--- src/hw/rtl/pcmm_pkg.sv ---
// Shared types, constants and codes for the PCM byte stream to mono converter.
package pcmm_pkg;

   localparam int MAX_CHANNELS     = 8;
   localparam int MAX_SAMPLE_BYTES = 4;
   localparam int QUEUE_DEPTH      = 4;
   // Frame byte position; the divide-by-three reciprocal in the front assumes 5 bits.
   localparam int POS_W            = $clog2(MAX_CHANNELS * MAX_SAMPLE_BYTES);

   // Configuration register indexes (byte address is four times the index).
   localparam logic [1:0] REG_NUM_CHANNELS = 2'd0;
   localparam logic [1:0] REG_SAMPLE_BYTES = 2'd1;
   localparam logic [1:0] REG_STEREO_MODE  = 2'd2;

   // Stereo mode register codes.
   localparam logic [1:0] STEREO_AVERAGE = 2'd0;
   localparam logic [1:0] STEREO_LEFT    = 2'd1;
   localparam logic [1:0] STEREO_RIGHT   = 2'd2;

   // How the back end forms the output of a frame.
   localparam logic [1:0] MIX_FIRST  = 2'd0;
   localparam logic [1:0] MIX_SECOND = 2'd1;
   localparam logic [1:0] MIX_AVG    = 2'd2;

   typedef struct packed {
      logic [7:0] data_byte;
      logic       packet_end;
   } pcmm_req_type;

   typedef struct packed {
      logic signed [15:0] mono_sample;
      logic               last_of_packet;
   } pcmm_rsp_type;

   typedef struct packed {
      logic [3:0] num_channels;
      logic [2:0] sample_bytes;
      logic [1:0] stereo_mode;
   } pcmm_cfg_type;

   // One completed sample handed from the front to the back.
   typedef struct packed {
      logic signed [15:0] value;
      logic               chan0;
      logic               frame_end;
      logic               packet_end;
      logic [1:0]         mix;
   } pcmm_entry_type;

   typedef struct packed {
      logic empty;
      logic full;
   } pcmm_qstat_type;

endpackage

--- src/hw/rtl/pcmm_front.sv ---
// Front end: tracks the frame position, assembles sample bytes and queues finished samples.
module pcmm_front import pcmm_pkg::*; (
   input  logic           clock,
   input  logic           reset,
   input  pcmm_cfg_type   cfg,
   input  logic           accept,
   input  pcmm_req_type   req,
   output logic           push,
   output pcmm_entry_type entry
);

   logic [POS_W-1:0] pos_ff, pos_in;
   logic [31:0]      asm_ff, asm_in;

   logic [3:0]       ch_eff;
   logic [2:0]       nb_eff;
   logic [6:0]       frame;
   logic             frame_zero;
   logic [POS_W-1:0] pos;
   logic [8:0]       prod3;
   logic [3:0]       quot3;
   logic [POS_W-1:0] rem3;
   logic [1:0]       k;
   logic             sample_done;
   logic             frame_done;
   logic [31:0]      word;
   logic [15:0]      value;

   always_comb begin
      ch_eff = (cfg.num_channels > 4'(MAX_CHANNELS)) ? 4'(MAX_CHANNELS) : cfg.num_channels;
      nb_eff = (cfg.sample_bytes > 3'(MAX_SAMPLE_BYTES)) ? 3'(MAX_SAMPLE_BYTES)
                                                          : cfg.sample_bytes;
      frame      = 7'(ch_eff) * 7'(nb_eff);
      frame_zero = (ch_eff == 4'd0) || (nb_eff == 3'd0);
      // A position left beyond the frame by a reconfiguration starts a new frame.
      pos = (7'(pos_ff) >= frame) ? '0 : pos_ff;

      // pos / 3 for pos below 32 is (pos * 11) >> 5.
      prod3 = 9'({pos, 3'b000}) + 9'({pos, 1'b0}) + 9'(pos);
      quot3 = prod3[8:5];
      rem3  = pos - POS_W'({quot3, 1'b0}) - POS_W'(quot3);

      case (nb_eff)
         3'd2:    k = {1'b0, pos[0]};
         3'd3:    k = rem3[1:0];
         3'd4:    k = pos[1:0];
         default: k = 2'd0;
      endcase

      sample_done = (3'(k) == nb_eff - 3'd1);
      frame_done  = sample_done && (7'(pos) == frame - 7'd1);

      // Little-endian merge: the first byte of a sample starts it afresh, and each
      // later byte is ORed into its lane on top of whatever the word already holds.
      if (k == 2'd0) begin
         word = {24'd0, req.data_byte};
      end else begin
         word = asm_ff;
         word[{k, 3'b000} +: 8] = asm_ff[{k, 3'b000} +: 8] | req.data_byte;
      end

      case (nb_eff)
         3'd2:    value = word[15:0];
         3'd3:    value = word[23:8];
         3'd4:    value = word[31:16];
         default: value = 16'd0;
      endcase

      entry.value      = value;
      entry.chan0      = (pos < POS_W'(nb_eff));
      entry.frame_end  = frame_done;
      entry.packet_end = req.packet_end;
      if (ch_eff == 4'd2) begin
         unique case (cfg.stereo_mode)
            STEREO_LEFT:  entry.mix = MIX_FIRST;
            STEREO_RIGHT: entry.mix = MIX_SECOND;
            default:      entry.mix = MIX_AVG;
         endcase
      end else begin
         entry.mix = MIX_FIRST;
      end

      push = accept && !frame_zero && sample_done;

      pos_in = pos_ff;
      asm_in = asm_ff;
      if (accept) begin
         if (frame_zero) begin
            pos_in = '0;
         end else begin
            asm_in = word;
            if (frame_done || req.packet_end) begin
               pos_in = '0;
            end else begin
               pos_in = pos + POS_W'(1);
            end
         end
      end
   end

   always_ff @(posedge clock) begin
      if (reset) begin
         pos_ff <= '0;
      end else begin
         pos_ff <= pos_in;
      end
      asm_ff <= asm_in;
   end

endmodule

--- src/hw/rtl/pcmm_queue.sv ---
// Short queue of finished samples between the front and the back.
module pcmm_queue import pcmm_pkg::*; #(
   parameter int DEPTH = QUEUE_DEPTH
) (
   input  logic           clock,
   input  logic           reset,
   input  logic           push,
   input  pcmm_entry_type push_data,
   input  logic           pop,
   output pcmm_entry_type head,
   output pcmm_qstat_type stat
);

   localparam int PTR_W = (DEPTH > 1) ? $clog2(DEPTH) : 1;
   localparam int CNT_W = $clog2(DEPTH + 1);

   pcmm_entry_type   slots_ff [DEPTH];
   logic [PTR_W-1:0] wr_ptr_ff, wr_ptr_in;
   logic [PTR_W-1:0] rd_ptr_ff, rd_ptr_in;
   logic [CNT_W-1:0] count_ff, count_in;

   always_comb begin
      stat.empty = (count_ff == '0);
      stat.full  = (count_ff == CNT_W'(DEPTH));
      head       = slots_ff[rd_ptr_ff];

      wr_ptr_in = wr_ptr_ff;
      rd_ptr_in = rd_ptr_ff;
      count_in  = count_ff;
      if (push) begin
         wr_ptr_in = (wr_ptr_ff == PTR_W'(DEPTH - 1)) ? '0 : wr_ptr_ff + PTR_W'(1);
      end
      if (pop) begin
         rd_ptr_in = (rd_ptr_ff == PTR_W'(DEPTH - 1)) ? '0 : rd_ptr_ff + PTR_W'(1);
      end
      if (push && !pop) begin
         count_in = count_ff + CNT_W'(1);
      end else if (pop && !push) begin
         count_in = count_ff - CNT_W'(1);
      end
   end

   always_ff @(posedge clock) begin
      if (reset) begin
         wr_ptr_ff <= '0;
         rd_ptr_ff <= '0;
         count_ff  <= '0;
      end else begin
         wr_ptr_ff <= wr_ptr_in;
         rd_ptr_ff <= rd_ptr_in;
         count_ff  <= count_in;
      end
      if (push) begin
         slots_ff[wr_ptr_ff] <= push_data;
      end
   end

   a_no_overflow: assert property (@(posedge clock) disable iff (reset)
      push |-> !stat.full)
      else $error("queue written while full");

   a_no_underflow: assert property (@(posedge clock) disable iff (reset)
      pop |-> !stat.empty)
      else $error("queue read while empty");

   a_count_bound: assert property (@(posedge clock) disable iff (reset)
      count_ff <= CNT_W'(DEPTH))
      else $error("queue count beyond depth");

   a_count_step: assert property (@(posedge clock) disable iff (reset)
      (push && !pop) |=> (count_ff == $past(count_ff) + CNT_W'(1)))
      else $error("queue count did not follow a write");

endmodule

--- src/hw/rtl/pcmm_back.sv ---
// Back end: keeps channel 0 of the frame, mixes the frame down and holds the output beat.
module pcmm_back import pcmm_pkg::*; (
   input  logic           clock,
   input  logic           reset,
   input  pcmm_entry_type head,
   input  pcmm_qstat_type stat,
   output logic           pop,
   output logic           rsp_valid,
   input  logic           rsp_stall,
   output pcmm_rsp_type   rsp_payload
);

   logic signed [15:0] first_ff, first_in;
   logic               rsp_valid_ff, rsp_valid_in;
   pcmm_rsp_type       rsp_ff, rsp_in;

   logic               out_free;
   logic               load;
   logic signed [16:0] sum;
   logic        [16:0] sum_adj;
   logic signed [15:0] result;

   always_comb begin
      out_free = !rsp_valid_ff || !rsp_stall;
      pop      = !stat.empty && (!head.frame_end || out_free);
      load     = pop && head.frame_end;

      first_in = first_ff;
      if (pop && head.chan0) begin
         first_in = head.value;
      end

      // Halving that truncates toward zero: add one to a negative sum before the shift.
      sum     = 17'(first_in) + 17'(head.value);
      sum_adj = 17'(sum) + 17'(sum[16]);

      unique case (head.mix)
         MIX_SECOND: result = head.value;
         MIX_AVG:    result = sum_adj[16:1];
         default:    result = first_in;
      endcase

      rsp_in = rsp_ff;
      if (load) begin
         rsp_in.mono_sample    = result;
         rsp_in.last_of_packet = head.packet_end;
      end

      if (load) begin
         rsp_valid_in = 1'b1;
      end else if (!rsp_stall) begin
         rsp_valid_in = 1'b0;
      end else begin
         rsp_valid_in = rsp_valid_ff;
      end

      rsp_valid   = rsp_valid_ff;
      rsp_payload = rsp_ff;
   end

   always_ff @(posedge clock) begin
      if (reset) begin
         rsp_valid_ff <= 1'b0;
         first_ff     <= '0;
      end else begin
         rsp_valid_ff <= rsp_valid_in;
         first_ff     <= first_in;
      end
      rsp_ff <= rsp_in;
   end

   a_load_when_free: assert property (@(posedge clock) disable iff (reset)
      load |-> out_free)
      else $error("output beat overwritten before it was taken");

   a_held_beat_kept: assert property (@(posedge clock) disable iff (reset)
      (rsp_valid_ff && rsp_stall) |-> !load)
      else $error("stalled output beat replaced");

endmodule

--- src/hw/rtl/pcm_frames_to_mono16_core.sv ---
// Top level of the interleaved PCM byte stream to mono 16-bit converter.
//
// Bytes of a little-endian interleaved PCM stream enter on the req_ channel,
// one byte per beat, with packet_end marking the last byte of a packet. Each
// complete frame of num_channels samples of sample_bytes bytes gives one beat
// on the rsp_ channel: the 16-bit mono sample and whether the frame closed
// the packet. A partial frame at a packet end gives no beat.
// The configuration registers sit on an APB-style port at byte addresses
// 0 (num_channels), 4 (sample_bytes) and 8 (stereo_mode); write them only
// while no frame is in flight.
// One byte is accepted every cycle while req_stall is low. The result of a
// frame passes the sample queue and then the output register before it is
// valid on the rsp_ channel. When rsp_stall is high a valid output beat holds,
// the back end stops before the last sample of a frame, and the front keeps
// taking bytes until the four-entry sample queue fills; req_stall then rises.
// Reset clears the frame position, the queue, the output beat and the
// registers (one channel, three bytes per sample, averaging).
module pcm_frames_to_mono16_core import pcmm_pkg::*; #(
   parameter int Q_DEPTH = QUEUE_DEPTH
) (
   input  logic         clock,
   input  logic         reset,
   input  logic         req_valid,
   output logic         req_stall,
   input  pcmm_req_type req_payload,
   output logic         rsp_valid,
   input  logic         rsp_stall,
   output pcmm_rsp_type rsp_payload,
   input  logic         psel,
   input  logic         penable,
   input  logic         pwrite,
   input  logic [3:0]   paddr,
   input  logic [31:0]  pwdata,
   output logic [31:0]  prdata,
   output logic         pready
);

   pcmm_cfg_type   cfg_ff, cfg_in;
   logic           cfg_write;
   logic [1:0]     reg_index;
   logic           accept;
   logic           push;
   logic           pop;
   pcmm_entry_type push_data;
   pcmm_entry_type head;
   pcmm_qstat_type stat;

   always_comb begin
      pready    = 1'b1;
      reg_index = paddr[3:2];
      cfg_write = psel && penable && pwrite && pready;

      cfg_in = cfg_ff;
      if (cfg_write) begin
         unique case (reg_index)
            REG_NUM_CHANNELS: cfg_in.num_channels = pwdata[3:0];
            REG_SAMPLE_BYTES: cfg_in.sample_bytes = pwdata[2:0];
            REG_STEREO_MODE:  cfg_in.stereo_mode  = pwdata[1:0];
            default:          cfg_in = cfg_ff;
         endcase
      end

      unique case (reg_index)
         REG_NUM_CHANNELS: prdata = 32'(cfg_ff.num_channels);
         REG_SAMPLE_BYTES: prdata = 32'(cfg_ff.sample_bytes);
         REG_STEREO_MODE:  prdata = 32'(cfg_ff.stereo_mode);
         default:          prdata = 32'd0;
      endcase

      req_stall = stat.full;
      accept    = req_valid && !req_stall;
   end

   always_ff @(posedge clock) begin
      if (reset) begin
         cfg_ff.num_channels <= 4'd1;
         cfg_ff.sample_bytes <= 3'd3;
         cfg_ff.stereo_mode  <= STEREO_AVERAGE;
      end else begin
         cfg_ff <= cfg_in;
      end
   end

   pcmm_front u_front (
      .clock  (clock),
      .reset  (reset),
      .cfg    (cfg_ff),
      .accept (accept),
      .req    (req_payload),
      .push   (push),
      .entry  (push_data)
   );

   pcmm_queue #(
      .DEPTH (Q_DEPTH)
   ) u_queue (
      .clock     (clock),
      .reset     (reset),
      .push      (push),
      .push_data (push_data),
      .pop       (pop),
      .head      (head),
      .stat      (stat)
   );

   pcmm_back u_back (
      .clock       (clock),
      .reset       (reset),
      .head        (head),
      .stat        (stat),
      .pop         (pop),
      .rsp_valid   (rsp_valid),
      .rsp_stall   (rsp_stall),
      .rsp_payload (rsp_payload)
   );

endmodule
--- config.mk ---
export PLATFORM = sky130hd
export DESIGN_NAME = pcm_frames_to_mono16_core
export DESIGN_NICKNAME = d
export VERILOG_FILES = /design/src/hw/rtl/pcmm_pkg.sv /design/src/hw/rtl/pcmm_front.sv /design/src/hw/rtl/pcmm_queue.sv /design/src/hw/rtl/pcmm_back.sv /design/src/hw/rtl/pcm_frames_to_mono16_core.sv
export SDC_FILE = /design/constraint.sdc
export NUM_CORES = 1
export LEC_CHECK = 0
export BUFFER_PORTS_ARGS = -buffer_cell sky130_fd_sc_hd__buf_4
export CAP_MARGIN = 10
export CORE_MARGIN = 2
export CORE_UTILIZATION = 39
export CTS_BUF_LIST = sky130_fd_sc_hd__clkbuf_8
export CTS_CLUSTER_DIAMETER = 200
export DETAILED_ROUTE_END_ITERATION = 10
export PLACE_DENSITY = 0.65
export SYNTH_ARGS = -nofsm -noshare
export SYNTH_HDL_FRONTEND = slang
export SYNTH_SLANG_ARGS = --single-unit
export TNS_END_PERCENT = 5
--- constraint.sdc ---
create_clock -name clock -period 16.7 [get_ports clock]
set_clock_uncertainty 0.1 [all_clocks]
set_input_delay 0.835 -clock clock [delete_from_list [all_inputs] [get_ports clock]]
set_output_delay 0.835 -clock clock [all_outputs]
set_load 0.02 [all_outputs]
==> results of run 1 <==
==> cells by family after synthesis <==
| group | count (synthesis) | share of synthesized area |
|---|---|---|
| XOR/XNOR | 45 | 0.0398 |
| multiplexers | 79 | 0.104 |
| other | 2 | 0.000730 |
| AND/OR/NAND/NOR | 243 | 0.117 |
| buffers and inverters | 109 | 0.0539 |
| adder cells (fa/ha/maj) | 61 | 0.0793 |
| flip-flops | 173 | 0.466 |
| AO/OA/AOI/OAI | 207 | 0.139 |
==> layer usage <==
metal,global-route usage,up-vias,part of all wire
met5,0,-,0
met4,0.0502,0,0.017
met3,0.0274,27,0.036
met2,0.254,150,0.48
met1,0.209,3352,0.47
li1,-,3428,-
==> report_power, final <==
part | leakage (nW) | switching [mW] | total (mW) | internal, mW
sequential | 1.59 | 0.0290 | 0.583 | 0.554
combinational | 2.56 | 0.582 | 0.990 | 0.408
clock | 0.191 | 0.162 | 0.281 | 0.120
==> cell type report <==
| class | count | area, sq um | area share |
|---|---|---|---|
| inverters | 45 | 171 | 0.0153 |
| clock buffers | 17 | 234 | 0.0210 |
| well taps | 335 | 419 | 0.0375 |
| multi-input cells | 664 | 5030 | 0.451 |
| flip-flops and latches | 173 | 4790 | 0.429 |
| clock inverters | 15 | 140 | 0.0125 |
| repair buffers | 50 | 375 | 0.0336 |
==> layout by cell type (no fill, tap or decap), types with 7 or more instances in the layout <==
cell	synthesis	final
nand3_1	11	11
conb_1	2	29
xor2_1	15	15
a21oi_1	54	54
dfxtp_1	40	40
nor3b_1	7	7
and2_1	10	10
ha_1	54	54
mux2i_1	43	43
mux2_2	15	15
a221oi_1	7	7
a22o_1	14	14
o21ai_0	40	40
fa_1	7	7
a22oi_1	15	15
mux4_2	21	21
xnor2_1	28	28
clkinv_4	0	7
nor2_1	86	86
inv_1	41	42
o21a_1	8	8
nor3_1	20	20
nand2_1	53	53
o21ai_1	9	9
edfxtp_1	133	133
a21o_1	10	10
buf_4	29	50
nor2b_1	17	17
clkbuf_8	0	17
a2bb2oi_1	11	11
==> worst min-delay path: cells and delay by family (launching register included) <==
kind,cells,cell delay [ns]
AO/OA/AOI/OAI,1,0.05
flip-flops,1,0.35
AND/OR/NAND/NOR,1,0.06
==> worst paths after layout <==
check / to / slack (ns)
hold / removal: u_front.pos_ff[4] / 0.39
hold reg to reg: u_front.pos_ff[4] / 0.39
setup / recovery: u_queue.slots_ff[0][8] / 6.47
setup reg to reg: u_queue.slots_ff[0][8] / 6.47
==> stage by stage <==
| step | setup slack [ns] | hold slack, ns | cell area (sq um) | utilization |
|---|---|---|---|---|
| after detailed placement | 6.56 | 0.377 | 10800 | 0.415 |
| after global routing | 5.74 | 0.431 | 11200 | 0.430 |
| after global placement | 6.71 | 0.371 | 10800 | 0.415 |
| after CTS | 6.51 | 0.399 | 11200 | 0.430 |
| after floorplan | 8.22 | 0.351 | 10400 | - |
| final | 6.47 | 0.394 | 11200 | 0.430 |
==> state kept, by name, summed over array words and instances (netlist names), named ones only <==
| signal | flops |
|---|---|
| cfg_ff | 9 |
| u_front.pos_ff | 5 |
| u_back.first_ff | 16 |
| u_back.rsp_payload | 17 |
| u_queue.rd_ptr_ff | 2 |
| u_back.rsp_valid | 1 |
| u_front.asm_ff | 32 |
| u_queue.slots_ff | 84 |
| u_queue.wr_ptr_ff | 2 |
| u_queue.count_ff | 3 |
==> impl_metrics.yaml, run 1 <==
pwr:
  peakVddDrop_mv: 0.119
  total_power_mw: 1.86
  p_leak_nw: 4.33
  power_density_nw_per_um2: 166
critical_path:
  crit_type: "reg2reg"
  path_depth: 32
  worstPathRequired_ns: 16.70
  path_common_cell: "inv_1"
  slowest_stage: "fa_1"
  worstRegToRegCells: 32
  endpoint_kind: "flip-flop"
  path_max_fanout: 22
  crit_arrival_ns: 10.23
  crit_start: "cfg_ff[4]"
  critPathBufInv: 7
  slowest_delay_ns: 0.63
  critPathTopFamily: "adder cells"
  worstSetupStartpointType: "flip-flop"
  r2r-start: "cfg_ff[4]"
place:
  dp.cells: 1267
  dp_hpwl_mm: 15.2
  io_buffers: 44
  gp_congestion: 0.864
cts:
  cts-hold-fix-buffers: 0
  root_buffer: "clkbuf_8"
  h-tree-depth: 4
  clkLatencyLatePin_ns: 0.48
  path_clk_slew_ns: 0.09
  cts_resized: 0
  cts_sinks: 173
  tritoncts: "built"
  postCtsSetupBuffers: 0
  clock_path_buffers: 2
  cts_buffers: 17
logic_synthesis:
  synth_top_area_share: 0.388
  synth_top_area_cell: "edfxtp_1"
  synth_edf_count: 133
  ys_seq_elements: 173
  synth_area_leaders: "edfxtp_1 (39%), dfxtp_1 (7.8%), ha_1 (6.6%), mux4_2 (4.6%), mux2i_1 (4.2%)"
  yosysSeqAreaShare: 0.466
  netlist_instances: 919
  synth-main-ff-cell: "edfxtp_1"
  ys_types: 74
  yosysMostFrequentCell: "edfxtp_1"
  syn_avg_cell_area_sq_um: 11.2
  yosysWarnings: 0
  netlist_top_cells_count: "edfxtp_1 (133), nor2_1 (86), a21oi_1 (54), ha_1 (54), nand2_1 (53)"
  synth_area_sq_um: 10300
  synth_async_sr_flop_share: 0
sta:
  drv_slew: 0
  rsz0062_at_grt: "false"
  relSlewSlack: 0.234
  period_needed_ns: 10.23
  tns_ns: 0
  max_freq_mhz: 97.7
  hold_viol_final: 0
  worst_pin_slew_ns: 1.14
  post-route-period-util: 0.613
  setup_viol_count_final: 0
final_layout:
  drive_gt1_frac: 0.141
  nNetsFinal: 1064
  syn2layout_area_growth_pct: 8.63
  nFillCells: 2456
  layoutNonFillerInstCount: 1299
  insertedDiodeCount: 0
die:
  dieWidth_microns: 166
  start_util: 0.396
  pin_count: 104
  dieArea_sq_um: 27700
  fp.dieH_microns: 166
  placementRows: 59
  coreArea_sq_um: 26000
drt:
  vias: 6957
  wl_mm: 21.4
  ant_nets: 0
  dr.pass1.iters: 5
  viasPerCell: 5.36
  drt-initial-drc-count: 552
  drc: 0
  wl_per_cell_microns: 16.5
global_route:
  grt_pass1_vias: 6661
  grt_max_degree: 36
  antenna_found_initial: 0
  grt_overflow_total: 0
  grt_util_all_layers: 0.155
  grt_pass1_wl_mm: 34.6
min_path:
  hold_class: "reg2reg"
  hold_depth: 2
  min_from: "u_front.pos_ff[4]"
outcome:
  status: "finished clean"
run:
  maxCapViolCount: 0
Power figures use the tool's default switching activity.
==> inputs of run 2 (changes only) <==
==> constraint.sdc (replaced) <==
create_clock -name clock -period 10.3 [get_ports clock]
set_clock_uncertainty 0.1 [all_clocks]
set_input_delay 0.515 -clock clock [delete_from_list [all_inputs] [get_ports clock]]
set_output_delay 0.515 -clock clock [all_outputs]
set_load 0.02 [all_outputs]
==> impl_metrics.yaml, run 2 (same netlist as run 1, synthesis figures left out) <==
pwr:
  peakVddDrop_mv: 0.195
  combPwrFrac: 0.536
  p_int_mw: 1.76
  p_sw_frac: 0.417
  p_seq_frac: 0.314
  switching_power_mw: 1.26
  power_density_nw_per_um2: 268
  clkPwrFrac: 0.150
  p_leak_nw: 4.39
critical_path:
  crit_start: "cfg_ff[4]"
  worstRegToRegCells: 31
  path_max_fanout: 16
  path_common_cell: "inv_1"
  slowest_delay_ns: 0.63
  crit_arrival_ns: 9.43
  rrSetupSlack_ns: 0.87
  endpoint_kind: "flip-flop"
  crit_end: "u_queue.slots_ff[0][7]"
  crit_type: "reg2reg"
  slowest_stage: "fa_1"
  worstPathRequired_ns: 10.30
  worstSetupStartpointType: "flip-flop"
  r2r-start: "cfg_ff[4]"
  reg2reg_to: "u_queue.slots_ff[0][7]"
place:
  dp_hpwl_mm: 15.4
  io_buffers: 44
  dp.cells: 1279
  place_area_sq_um: 10900
  dp_slack_ns: 1.03
  gp_congestion: 0.865
final_layout:
  largest_register: "u_queue.slots_ff"
  layout_commonest_cell: "edfxtp_1"
  final_cell_mix: "edfxtp_1 (133), nor2_1 (86), buf_4 (62)"
  insertedDiodeCount: 0
  nNetsFinal: 1076
  largest_reg_flops: 84
  layoutNonFillerInstCount: 1311
  drive_gt1_frac: 0.154
  finalInstanceArea_sq_um: 11300
  syn2layout_area_growth_pct: 9.46
drt:
  drt-initial-drc-count: 542
  drc: 0
  wl_mm: 21.5
  ant_nets: 0
  vias: 7077
  viasPerCell: 5.40
  dr.pass1.iters: 6
  wl_per_cell_microns: 16.4
sta:
  hold_viol_final: 0
  drv_slew: 0
  worst_pin_slew_ns: 0.968
  post-route-period-util: 0.916
  rsz0062_at_grt: "false"
  setup_ws_ns: 0.868
  setup_viol_count_final: 0
  max_freq_mhz: 106
  relSlewSlack: 0.338
  tns_ns: 0
  period_needed_ns: 9.43
cts:
  h-tree-depth: 4
  root_buffer: "clkbuf_8"
  cts_buffers: 17
  cts_resized: 0
  clock_path_buffers: 2
  path_clk_slew_ns: 0.09
  clkLatencyLatePin_ns: 0.46
  tritoncts: "built"
  cts_sinks: 173
  postCtsSetupBuffers: 0
  cts-hold-fix-buffers: 0
global_route:
  grt_util_all_layers: 0.157
  antenna_found_initial: 0
  grt_pass1_wl_mm: 35.1
  grt_overflow_total: 0
  grt_max_degree: 36
  grt_pass1_vias: 6924
die:
  coreArea_sq_um: 26000
  pin_count: 104
  start_util: 0.396
  fp.dieH_microns: 166
  placementRows: 59
  dieWidth_microns: 166
  dieArea_sq_um: 27700
run:
  maxCapViolCount: 0
min_path:
  hold_depth: 2
  hold_class: "in2reg"
outcome:
  status: "finished clean"
run 2: cell count changes in the layout (fill, tap and decap cells not counted), moves of 3 or more:
cell      delta
clkinv_2     +3
clkinv_4     -4
inv_6        +3
buf_4       +12
run 2: layer usage:
metal,routed length (microns),vias up,global-route usage,part of all wire
met5,0,-,0,0
met4,241,0,0.0397,0.011
met3,1040,21,0.0343,0.048
met2,10500,177,0.268,0.49
met1,9720,3434,0.204,0.45
li1,-,3445,-,-
run 2: per-stage QoR:
step | power (mW) | utilization | hold slack [ns]
3_3_place_gp | 2.56 | 0.419 | 0.371
2_1_floorplan | 2.22 | - | 0.351
5_1_grt | 3.23 | 0.433 | 0.157
3_5_place_dp | 2.57 | 0.419 | 0.380
6_report | 3.01 | 0.433 | 0.188
4_1_cts | 3.03 | 0.433 | 0.157
run 2: power by group through the flow:
stage | clock [mW] | sequential (mW) | combinational [mW]
detailed placement | 0 | 0.964 | 1.60
finish | 0.452 | 0.947 | 1.62
global route | 0.492 | 0.961 | 1.78
global placement | 0 | 0.961 | 1.60
CTS | 0.466 | 0.948 | 1.61
floorplan | 0 | 1.00 | 1.22
run 2: layout make-up:
| type | instances | area (sq um) |
|---|---|---|
| Inverter | 45 | 171 |
| Clock buffer | 17 | 234 |
| Timing Repair Buffer | 62 | 465 |
| Sequential cell | 173 | 4790 |
| Clock inverter | 15 | 135 |
| Fill cell | 2482 | 14700 |
| Multi-Input combinational cell | 664 | 5030 |
| Tap cell | 335 | 419 |
run 2: worst min-delay path by stage:
stage	from	to	slack (ns)
3_3_place_gp	u_back.first_ff[10]	u_back.first_ff[10]	0.37
3_5_place_dp	u_front.pos_ff[4]	u_front.pos_ff[4]	0.38
2_1_floorplan	u_front.pos_ff[4]	u_front.pos_ff[4]	0.35
6_report	pwdata[1]	cfg_ff[3]	0.19
4_1_cts	pwdata[1]	cfg_ff[3]	0.16
5_1_grt	req_payload[0]	u_queue.slots_ff[2][2]	0.16
run 2: critical path: cells and delay by family, from the launching register on:
| kind | cells | cell delay (ns) |
|---|---|---|
| AND/OR/NAND/NOR | 7 | 1.56 |
| AO/OA/AOI/OAI | 8 | 2.68 |
| XOR/XNOR | 3 | 0.68 |
| flip-flops | 1 | 0.34 |
| buffers and inverters | 6 | 0.71 |
| adder cells (fa/ha/maj) | 7 | 3.00 |
